<file path="src/hdl/gzhp_pkg.sv">
package gzhp_pkg;

  localparam logic [15:0] GZ_MAGIC          = 16'h8b1f;
  localparam logic [7:0]  GZ_METHOD_DEFLATE = 8'd8;
  localparam int          GZ_FIXED_LEN      = 10;
  localparam int          GZ_FOOTER_LEN     = 8;
  localparam int          GZ_FLG_HCRC       = 1;
  localparam int          GZ_FLG_EXTRA      = 2;
  localparam int          GZ_FLG_NAME       = 3;
  localparam int          GZ_FLG_COMMENT    = 4;
  localparam logic [31:0] GZ_SIZE_LIMIT_RESET = 32'd536870912;

  localparam logic [2:0] ST_OK        = 3'd0;
  localparam logic [2:0] ST_NO_INPUT  = 3'd1;
  localparam logic [2:0] ST_TOO_SHORT = 3'd2;
  localparam logic [2:0] ST_BAD_MAGIC = 3'd3;
  localparam logic [2:0] ST_BAD_METHOD = 3'd4;
  localparam logic [2:0] ST_TOO_LARGE = 3'd5;

  localparam logic [1:0] CLS_HEADER  = 2'd0;
  localparam logic [1:0] CLS_PAYLOAD = 2'd1;
  localparam logic [1:0] CLS_FOOTER  = 2'd2;

  localparam logic REG_STREAM_LENGTH = 1'b0;
  localparam logic REG_SIZE_LIMIT    = 1'b1;

  typedef struct packed {
    logic [1:0]  byte_class;
    logic [7:0]  out_byte;
    logic        is_last;
    logic [2:0]  status;
    logic [31:0] payload_start;
    logic [31:0] expected_crc;
    logic [31:0] expected_size;
  } result_t;

endpackage

</file>
<file path="src/hdl/gzip_member_header_footer_parser.sv">
// Parses one gzip member per stream_length bytes, one byte per beat, and returns one result
// beat per input beat: the byte itself, its class (header, deflate payload or footer) and, on
// the final byte, the payload start offset, the stored CRC32 and size and a status code. The
// block takes one byte every cycle unless a result waits in the skid entry; the header walk
// state and the byte offset adder are updated in the same cycle the byte is accepted, and a
// two-entry output buffer lets a byte be accepted while an earlier result still waits on
// out_ready. Write stream_length and size_limit only between members.
module gzip_member_header_footer_parser (
  input  logic        clk,
  input  logic        rst_n,
  input  logic        psel,
  input  logic        penable,
  input  logic        pwrite,
  input  logic [2:0]  paddr,
  input  logic [31:0] pwdata,
  output logic [31:0] prdata,
  output logic        pready,
  input  logic        in_valid,
  output logic        in_ready,
  input  logic [7:0]  in_data_byte,
  output logic        out_valid,
  input  logic        out_ready,
  output logic [1:0]  out_byte_class,
  output logic [7:0]  out_out_byte,
  output logic        out_is_last,
  output logic [2:0]  out_status,
  output logic [31:0] out_payload_start,
  output logic [31:0] out_expected_crc,
  output logic [31:0] out_expected_size
);

  typedef enum logic [2:0] {
    PH_FIXED   = 3'd0,
    PH_XLEN    = 3'd1,
    PH_EXTRA   = 3'd2,
    PH_NAME    = 3'd3,
    PH_COMMENT = 3'd4,
    PH_HCRC    = 3'd5,
    PH_PAYLOAD = 3'd6
  } phase_t;

  function automatic phase_t enter_after(input phase_t stage, input logic [7:0] flags);
    phase_t ph;
    if (stage < PH_NAME && flags[gzhp_pkg::GZ_FLG_NAME]) begin
      ph = PH_NAME;
    end else if (stage < PH_COMMENT && flags[gzhp_pkg::GZ_FLG_COMMENT]) begin
      ph = PH_COMMENT;
    end else if (stage < PH_HCRC && flags[gzhp_pkg::GZ_FLG_HCRC]) begin
      ph = PH_HCRC;
    end else begin
      ph = PH_PAYLOAD;
    end
    return ph;
  endfunction

  logic [31:0] len_r, limit_r;

  logic [31:0] pos_r, pos_nxt;
  phase_t      phase_r, phase_nxt;
  logic [7:0]  flags_r, flags_nxt;
  logic [15:0] magic_r, magic_nxt;
  logic [15:0] xlen_r, xlen_nxt;
  logic [15:0] skip_r, skip_nxt;
  logic [32:0] off_r, off_nxt;
  logic [63:0] fs_r, fs_nxt;
  logic [2:0]  err_r, err_nxt;

  gzhp_pkg::result_t out_r, skid_r, res;
  logic out_valid_r, skid_valid_r;

  logic        push, pop, last, in_footer, ent;
  phase_t      ent_from, ent_ph;
  logic [15:0] skip_dec;
  logic [33:0] off_f;
  logic [7:0]  b;

  assign pready   = 1'b1;
  assign prdata   = (paddr[2] == gzhp_pkg::REG_SIZE_LIMIT) ? limit_r : len_r;
  assign in_ready = !skid_valid_r;
  assign push     = in_valid && in_ready;
  assign pop      = out_valid_r && out_ready;
  assign b        = in_data_byte;

  assign last      = ({1'b0, pos_r} + 33'd1) >= {1'b0, len_r};
  assign in_footer = (len_r >= 32'(gzhp_pkg::GZ_FOOTER_LEN)) &&
                     (({1'b0, pos_r} + 33'(gzhp_pkg::GZ_FOOTER_LEN)) >= {1'b0, len_r});
  assign skip_dec  = (skip_r != 16'd0) ? skip_r - 16'd1 : skip_r;

  always_comb begin
    pos_nxt   = pos_r + 32'd1;
    phase_nxt = phase_r;
    flags_nxt = flags_r;
    magic_nxt = magic_r;
    xlen_nxt  = xlen_r;
    skip_nxt  = skip_r;
    off_nxt   = off_r;
    fs_nxt    = {b, fs_r[63:8]};
    err_nxt   = err_r;
    ent       = 1'b0;
    ent_from  = PH_EXTRA;
    ent_ph    = PH_PAYLOAD;

    if (pos_r == 32'd10) begin
      xlen_nxt = {8'd0, b};
    end else if (pos_r == 32'd11) begin
      xlen_nxt = xlen_r | {b, 8'd0};
    end

    case (phase_r)
      PH_FIXED: begin
        if (pos_r == 32'd0) begin
          magic_nxt = {8'd0, b};
        end else if (pos_r == 32'd1) begin
          magic_nxt = magic_r | {b, 8'd0};
        end else if (pos_r == 32'd2) begin
          if (magic_r != gzhp_pkg::GZ_MAGIC) begin
            err_nxt = gzhp_pkg::ST_BAD_MAGIC;
          end else if (b != gzhp_pkg::GZ_METHOD_DEFLATE) begin
            err_nxt = gzhp_pkg::ST_BAD_METHOD;
          end
        end else if (pos_r == 32'd3) begin
          flags_nxt = b;
        end else if (pos_r >= 32'(gzhp_pkg::GZ_FIXED_LEN - 1)) begin
          off_nxt = 33'(gzhp_pkg::GZ_FIXED_LEN);
          if (flags_r[gzhp_pkg::GZ_FLG_EXTRA]) begin
            phase_nxt = PH_XLEN;
          end else begin
            ent = 1'b1;
          end
        end
      end
      PH_XLEN: begin
        if (pos_r >= 32'd11) begin
          off_nxt = off_r + 33'd2 + {17'd0, xlen_nxt};
          if (xlen_nxt == 16'd0) begin
            ent = 1'b1;
          end else begin
            skip_nxt  = xlen_nxt;
            phase_nxt = PH_EXTRA;
          end
        end
      end
      PH_EXTRA: begin
        skip_nxt = skip_dec;
        if (skip_dec == 16'd0) begin
          ent = 1'b1;
        end
      end
      PH_NAME, PH_COMMENT: begin
        off_nxt = off_r + 33'd1;
        if (b == 8'd0) begin
          ent      = 1'b1;
          ent_from = phase_r;
        end
      end
      PH_HCRC: begin
        skip_nxt = skip_dec;
        if (skip_dec == 16'd0) begin
          phase_nxt = PH_PAYLOAD;
        end
      end
      default: begin
      end
    endcase

    if (ent) begin
      ent_ph    = enter_after(ent_from, flags_nxt);
      phase_nxt = ent_ph;
      if (ent_ph == PH_HCRC) begin
        skip_nxt = 16'd2;
        off_nxt  = off_nxt + 33'd2;
      end
    end

    off_f = {1'b0, off_nxt};
    if (phase_nxt < PH_HCRC && flags_nxt[gzhp_pkg::GZ_FLG_HCRC]) begin
      off_f = off_f + 34'd2;
    end

    res.byte_class    = in_footer ? gzhp_pkg::CLS_FOOTER :
                        ((phase_r != PH_PAYLOAD) ? gzhp_pkg::CLS_HEADER :
                         gzhp_pkg::CLS_PAYLOAD);
    res.out_byte      = b;
    res.is_last       = last;
    res.status        = gzhp_pkg::ST_OK;
    res.payload_start = 32'd0;
    res.expected_crc  = 32'd0;
    res.expected_size = 32'd0;

    if (last) begin
      if (len_r <= 32'(gzhp_pkg::GZ_FIXED_LEN + gzhp_pkg::GZ_FOOTER_LEN)) begin
        res.status = gzhp_pkg::ST_NO_INPUT;
      end else begin
        res.expected_crc  = fs_nxt[31:0];
        res.expected_size = fs_nxt[63:32];
        res.payload_start = off_f[31:0];
        if ((off_f + 34'(gzhp_pkg::GZ_FOOTER_LEN)) >= {2'd0, len_r}) begin
          res.status = gzhp_pkg::ST_TOO_SHORT;
        end else if (err_nxt != gzhp_pkg::ST_OK) begin
          res.status = err_nxt;
        end else if (fs_nxt[63:32] >= limit_r) begin
          res.status = gzhp_pkg::ST_TOO_LARGE;
        end
      end
      pos_nxt   = 32'd0;
      phase_nxt = PH_FIXED;
      flags_nxt = 8'd0;
      magic_nxt = 16'd0;
      xlen_nxt  = 16'd0;
      skip_nxt  = 16'd0;
      off_nxt   = 33'(gzhp_pkg::GZ_FIXED_LEN);
      fs_nxt    = 64'd0;
      err_nxt   = gzhp_pkg::ST_OK;
    end
  end

  always_ff @(posedge clk) begin
    if (!rst_n) begin
      len_r        <= 32'd0;
      limit_r      <= gzhp_pkg::GZ_SIZE_LIMIT_RESET;
      pos_r        <= 32'd0;
      phase_r      <= PH_FIXED;
      flags_r      <= 8'd0;
      magic_r      <= 16'd0;
      xlen_r       <= 16'd0;
      skip_r       <= 16'd0;
      off_r        <= 33'(gzhp_pkg::GZ_FIXED_LEN);
      fs_r         <= 64'd0;
      err_r        <= gzhp_pkg::ST_OK;
      out_valid_r  <= 1'b0;
      skid_valid_r <= 1'b0;
    end else begin
      if (psel && penable && pwrite && pready) begin
        if (paddr[2] == gzhp_pkg::REG_STREAM_LENGTH) begin
          len_r <= pwdata;
        end else begin
          limit_r <= pwdata;
        end
      end
      if (push) begin
        pos_r   <= pos_nxt;
        phase_r <= phase_nxt;
        flags_r <= flags_nxt;
        magic_r <= magic_nxt;
        xlen_r  <= xlen_nxt;
        skip_r  <= skip_nxt;
        off_r   <= off_nxt;
        fs_r    <= fs_nxt;
        err_r   <= err_nxt;
      end
      if (!out_valid_r || out_ready) begin
        if (skid_valid_r) begin
          out_r        <= skid_r;
          out_valid_r  <= 1'b1;
          skid_valid_r <= 1'b0;
        end else begin
          out_r       <= res;
          out_valid_r <= push;
        end
      end else if (push) begin
        skid_r       <= res;
        skid_valid_r <= 1'b1;
      end
    end
  end

  assign out_valid         = out_valid_r;
  assign out_byte_class    = out_r.byte_class;
  assign out_out_byte      = out_r.out_byte;
  assign out_is_last       = out_r.is_last;
  assign out_status        = out_r.status;
  assign out_payload_start = out_r.payload_start;
  assign out_expected_crc  = out_r.expected_crc;
  assign out_expected_size = out_r.expected_size;

  a_skid_behind_out: assert property (@(posedge clk) disable iff (!rst_n)
    skid_valid_r |-> out_valid_r)
    else $error("skid entry held while output register is empty");

  a_restart_after_last: assert property (@(posedge clk) disable iff (!rst_n)
    (push && last) |=> (pos_r == 32'd0 && phase_r == PH_FIXED && err_r == gzhp_pkg::ST_OK))
    else $error("parser did not restart after the final byte");

  a_status_only_last: assert property (@(posedge clk) disable iff (!rst_n)
    (out_valid_r && !out_r.is_last) |-> (out_r.status == gzhp_pkg::ST_OK &&
                                         out_r.payload_start == 32'd0))
    else $error("summary fields set on a byte that is not final");

  a_no_loss_on_stall: assert property (@(posedge clk) disable iff (!rst_n)
    (out_valid_r && !out_ready) |=> out_valid_r)
    else $error("stalled result beat dropped");

endmodule
</file>
<file path="config.mk">
export PLATFORM = sky130hd
export DESIGN_NAME = gzip_member_header_footer_parser
export DESIGN_NICKNAME = d
export VERILOG_FILES = /design/src/hdl/gzhp_pkg.sv /design/src/hdl/gzip_member_header_footer_parser.sv
export SDC_FILE = /design/constraint.sdc
export NUM_CORES = 1
export LEC_CHECK = 0
export ABC_AREA = 1
export BUFFER_PORTS_ARGS = -buffer_cell sky130_fd_sc_hd__buf_4
export CORE_MARGIN = 2
export CORE_UTILIZATION = 59
export CTS_CLUSTER_SIZE = 28
export DETAILED_ROUTE_END_ITERATION = 6
export PLACE_DENSITY = 0.81
export REMOVE_ABC_BUFFERS = 1
export SYNTH_ARGS = -nofsm -noshare
export SYNTH_HDL_FRONTEND = slang
export SYNTH_SLANG_ARGS = --single-unit
</file>
<file path="constraint.sdc">
create_clock -name clk -period 20.7 [get_ports clk]
set_input_delay 2.07 -clock clk [delete_from_list [all_inputs] [get_ports clk]]
set_output_delay 2.07 -clock clk [all_outputs]
set_load 0.03 [all_outputs]
</file>
==> impl_metrics.ini <==
[run_status]
status = finished, final reports clean

[worst_setup_path]
critical_path_class = in -> reg
path_buf_inv = 3
worst_ep_arrival_time_ns = 8.96
crit_required_ns = 21.02
endpoint_kind = flop
r2r_start = pos_r[23]
cp-startpoint = in_data_byte[1]
r2r_end = out_status[1]
critical-path-top-delay-family = simple AND/OR/NAND/NOR gates
crit_path_frequent_cell = nand2_1
regToRegSetupSlack_ns = 12.38
reg2reg_depth = 47
worstSetupStartpointType = input port
crit_fanout = 10
max_stage_delay_ns = 0.48
crit_slowest_cell = fa_1

[logic_synthesis]
synth_area_leader_cell = edfxtp_1
syn_avg_cell_area_sq_um = 7.04
synth_area_leaders = edfxtp_1 21%, nand2_1 17%, dfxtp_1 16%, ha_1 6.9%, a21oi_1 5.5%
synth-edff-count = 220
synth_warnings = 0
syn-instance-count = 4393
synth_commonest_cells = 1420 x nand2_1, 420 x nor2_1, 407 x inv_1
synthArstFlopShare = 0
yosys_most_used_dff = dfxtp_1
yosys.area.top_type_share = 0.214
synth.distinct_cells = 66
synth_area_sq_um = 30900
ys_seq_area_frac = 0.372
synth-seq-cells = 465
post-synth-top-count-cell = nand2_1

[timing]
setup_viol = 0
grt_setup_unrepaired = no
max_slew_margin = 0.258
worst_clock_skew_ns = 0.0217
fmax_mhz = 116
fin_crit_sh = 0.418
setup_ws_ns = 12.05
hold_violations = 0
worst_pin_slew_ns = 1.11
fin_crit_ns = 8.65
drv_slew = 0
setup_tns_ns = 0

[drt]
first_pass_iters = 6
drt-total-wl_um = 93200
routed-via-count = 30100
drtIter0Drc = 3357
avgRoutedWirePerCell_um = 17.9
vias_per_cell = 5.79
final_antenna_net_count = 0
drc = 0

[layout]
fin_area_sq_um = 34300
antenna_cells = 0
final_util = 0.666
nNetsFinal = 4705
drive_above_1_share = 0.109
multi_input_area_sq_um = 17000
seq_area_sq_um = 11500
n_fill_cell = 4464
area_delta_synth_final_pct = 11.0

[floorplan]
dieWidth_um = 233
core_sq_um = 51500
io_pins = 195
start_util = 0.600
row_count = 83
die_h_um = 233
die-area_sq_um = 54200

[place]
place_ws_ns = 11.74
port_buffers = 191
routabilityCongestion = 0.997
dpl-instance-area_sq_um = 32600
hpwl_um = 67300

[clock_tree]
htree_levels = 2
cts_tree = done
clock_latency_ns = 0.62
postCtsResizedCells = 0
cts_sinks = 465
post_cts_buffers = 0
clk_pin_slew_ns = 0.06
cts-root-buf = clkbuf_16
tritoncts.num_buffers = 50
hold_buffers = 0
cts_buffer_depth = 3

[global_routing]
track_usage = 0.338
grt_max_degree = 86
grt_pass1_wl_um = 145000
gr-total-overflow = 0
antenna_found_initial = 0
first_global_vias = 27300

[run]
drv_cap = 0

[min_path]
min_from = magic_r[12]
holdPathStages = 2
min_path_type = reg -> reg
hold_end = magic_r[12]

[pwr]
powerDensity_nw_per_um2 = 65.6
fin_total_pwr_w = 0.00225
vdd_drop_max_mv = 0.0629
leakage_nw = 14.6
placed cells by master, fill, tap and decap left out, types with 15 or more instances in the layout:
cell,n
a211oi_1,17
a21oi_1,338
a221oi_1,15
buf_4,212
clkbuf_16,52
dfxtp_1,244
edfxtp_1,220
ha_1,171
inv_1,406
inv_2,27
nand2_1,1419
nand2_2,48
nand3_1,210
nand3_2,20
nand4_1,84
nor2_1,417
nor2_2,39
nor2_4,23
nor3_1,62
nor4_1,20
o21ai_0,206
o21ai_1,18
xor2_1,78
stage by stage:
stage	hold WS, ns	cells
2_1_floorplan	0.423	4219
3_3_place_gp	0.436	5111
3_5_place_dp	0.439	5111
4_1_cts	0.456	5203
5_1_grt	0.476	5203
6_report	0.459	5203
layout make-up:
class	instances	area share
sequential	465	0.336
inverter	440	0.0485
multi-input combinational	3314	0.495
timing repair buffer	212	0.0464
clock inverter	33	0.00963
clock buffer	59	0.0398
tap	680	0.0248
state kept, by name, summed over array words and instances, names as in the netlist, 4 cells and up:
register           count
flags_r                4
fs_r                  56
len_r                 32
limit_r               32
magic_r               16
off_r                 33
out_expected_crc      32
out_expected_size     32
out_out_byte           8
out_payload_start     32
pos_r                 32
skid_r               110
skip_r                16
xlen_r                16
layer usage:
layer / global-route usage / up-vias / wire length (um)
li1: - / 14600 / -
met1: 0.456 / 13700 / 38700
met2: 0.541 / 1518 / 41900
met3: 0.0419 / 216 / 8310
met4: 0.156 / 0 / 4360
met5: 0 / - / 0
cell families after synthesis:
kind of cell,share of synthesized area
simple gates,0.337
compound gates,0.117
buf+inv,0.0788
flops,0.372
fa+ha+maj,0.0699
xor+xnor,0.0238
mux,0.000971
other cells,0.000121
power breakdown:
part | switching (W) | leakage [nW] | internal (W) | total (W)
logic | 0.000219 | 9.61 | 0.0000796 | 0.000298
registers | 0.0000176 | 4.13 | 0.000994 | 0.00101
clock network | 0.000404 | 0.833 | 0.000538 | 0.000942
how the worst max path moves through the flow:
| stage | slack, ns | endpoint | cells after the start |
|---|---|---|---|
| final | 12.05 | out_status[1] | 41 |
| after global routing | 11.52 | out_status[0] | 42 |
| after CTS | 12.30 | out_status[1] | 41 |
| after detailed placement | 11.74 | out_status[1] | 45 |
| after global placement | 11.77 | out_status[1] | 41 |
| after floorplan | 7.82 | err_r[0] | 6 |
worst min-delay path, stage by stage, from the launching register on:
cell     delay (ns)
dfxtp_1        0.31
inv_1          0.05
a21oi_1        0.05
Note: power is estimated with default switching activity, not from simulation.
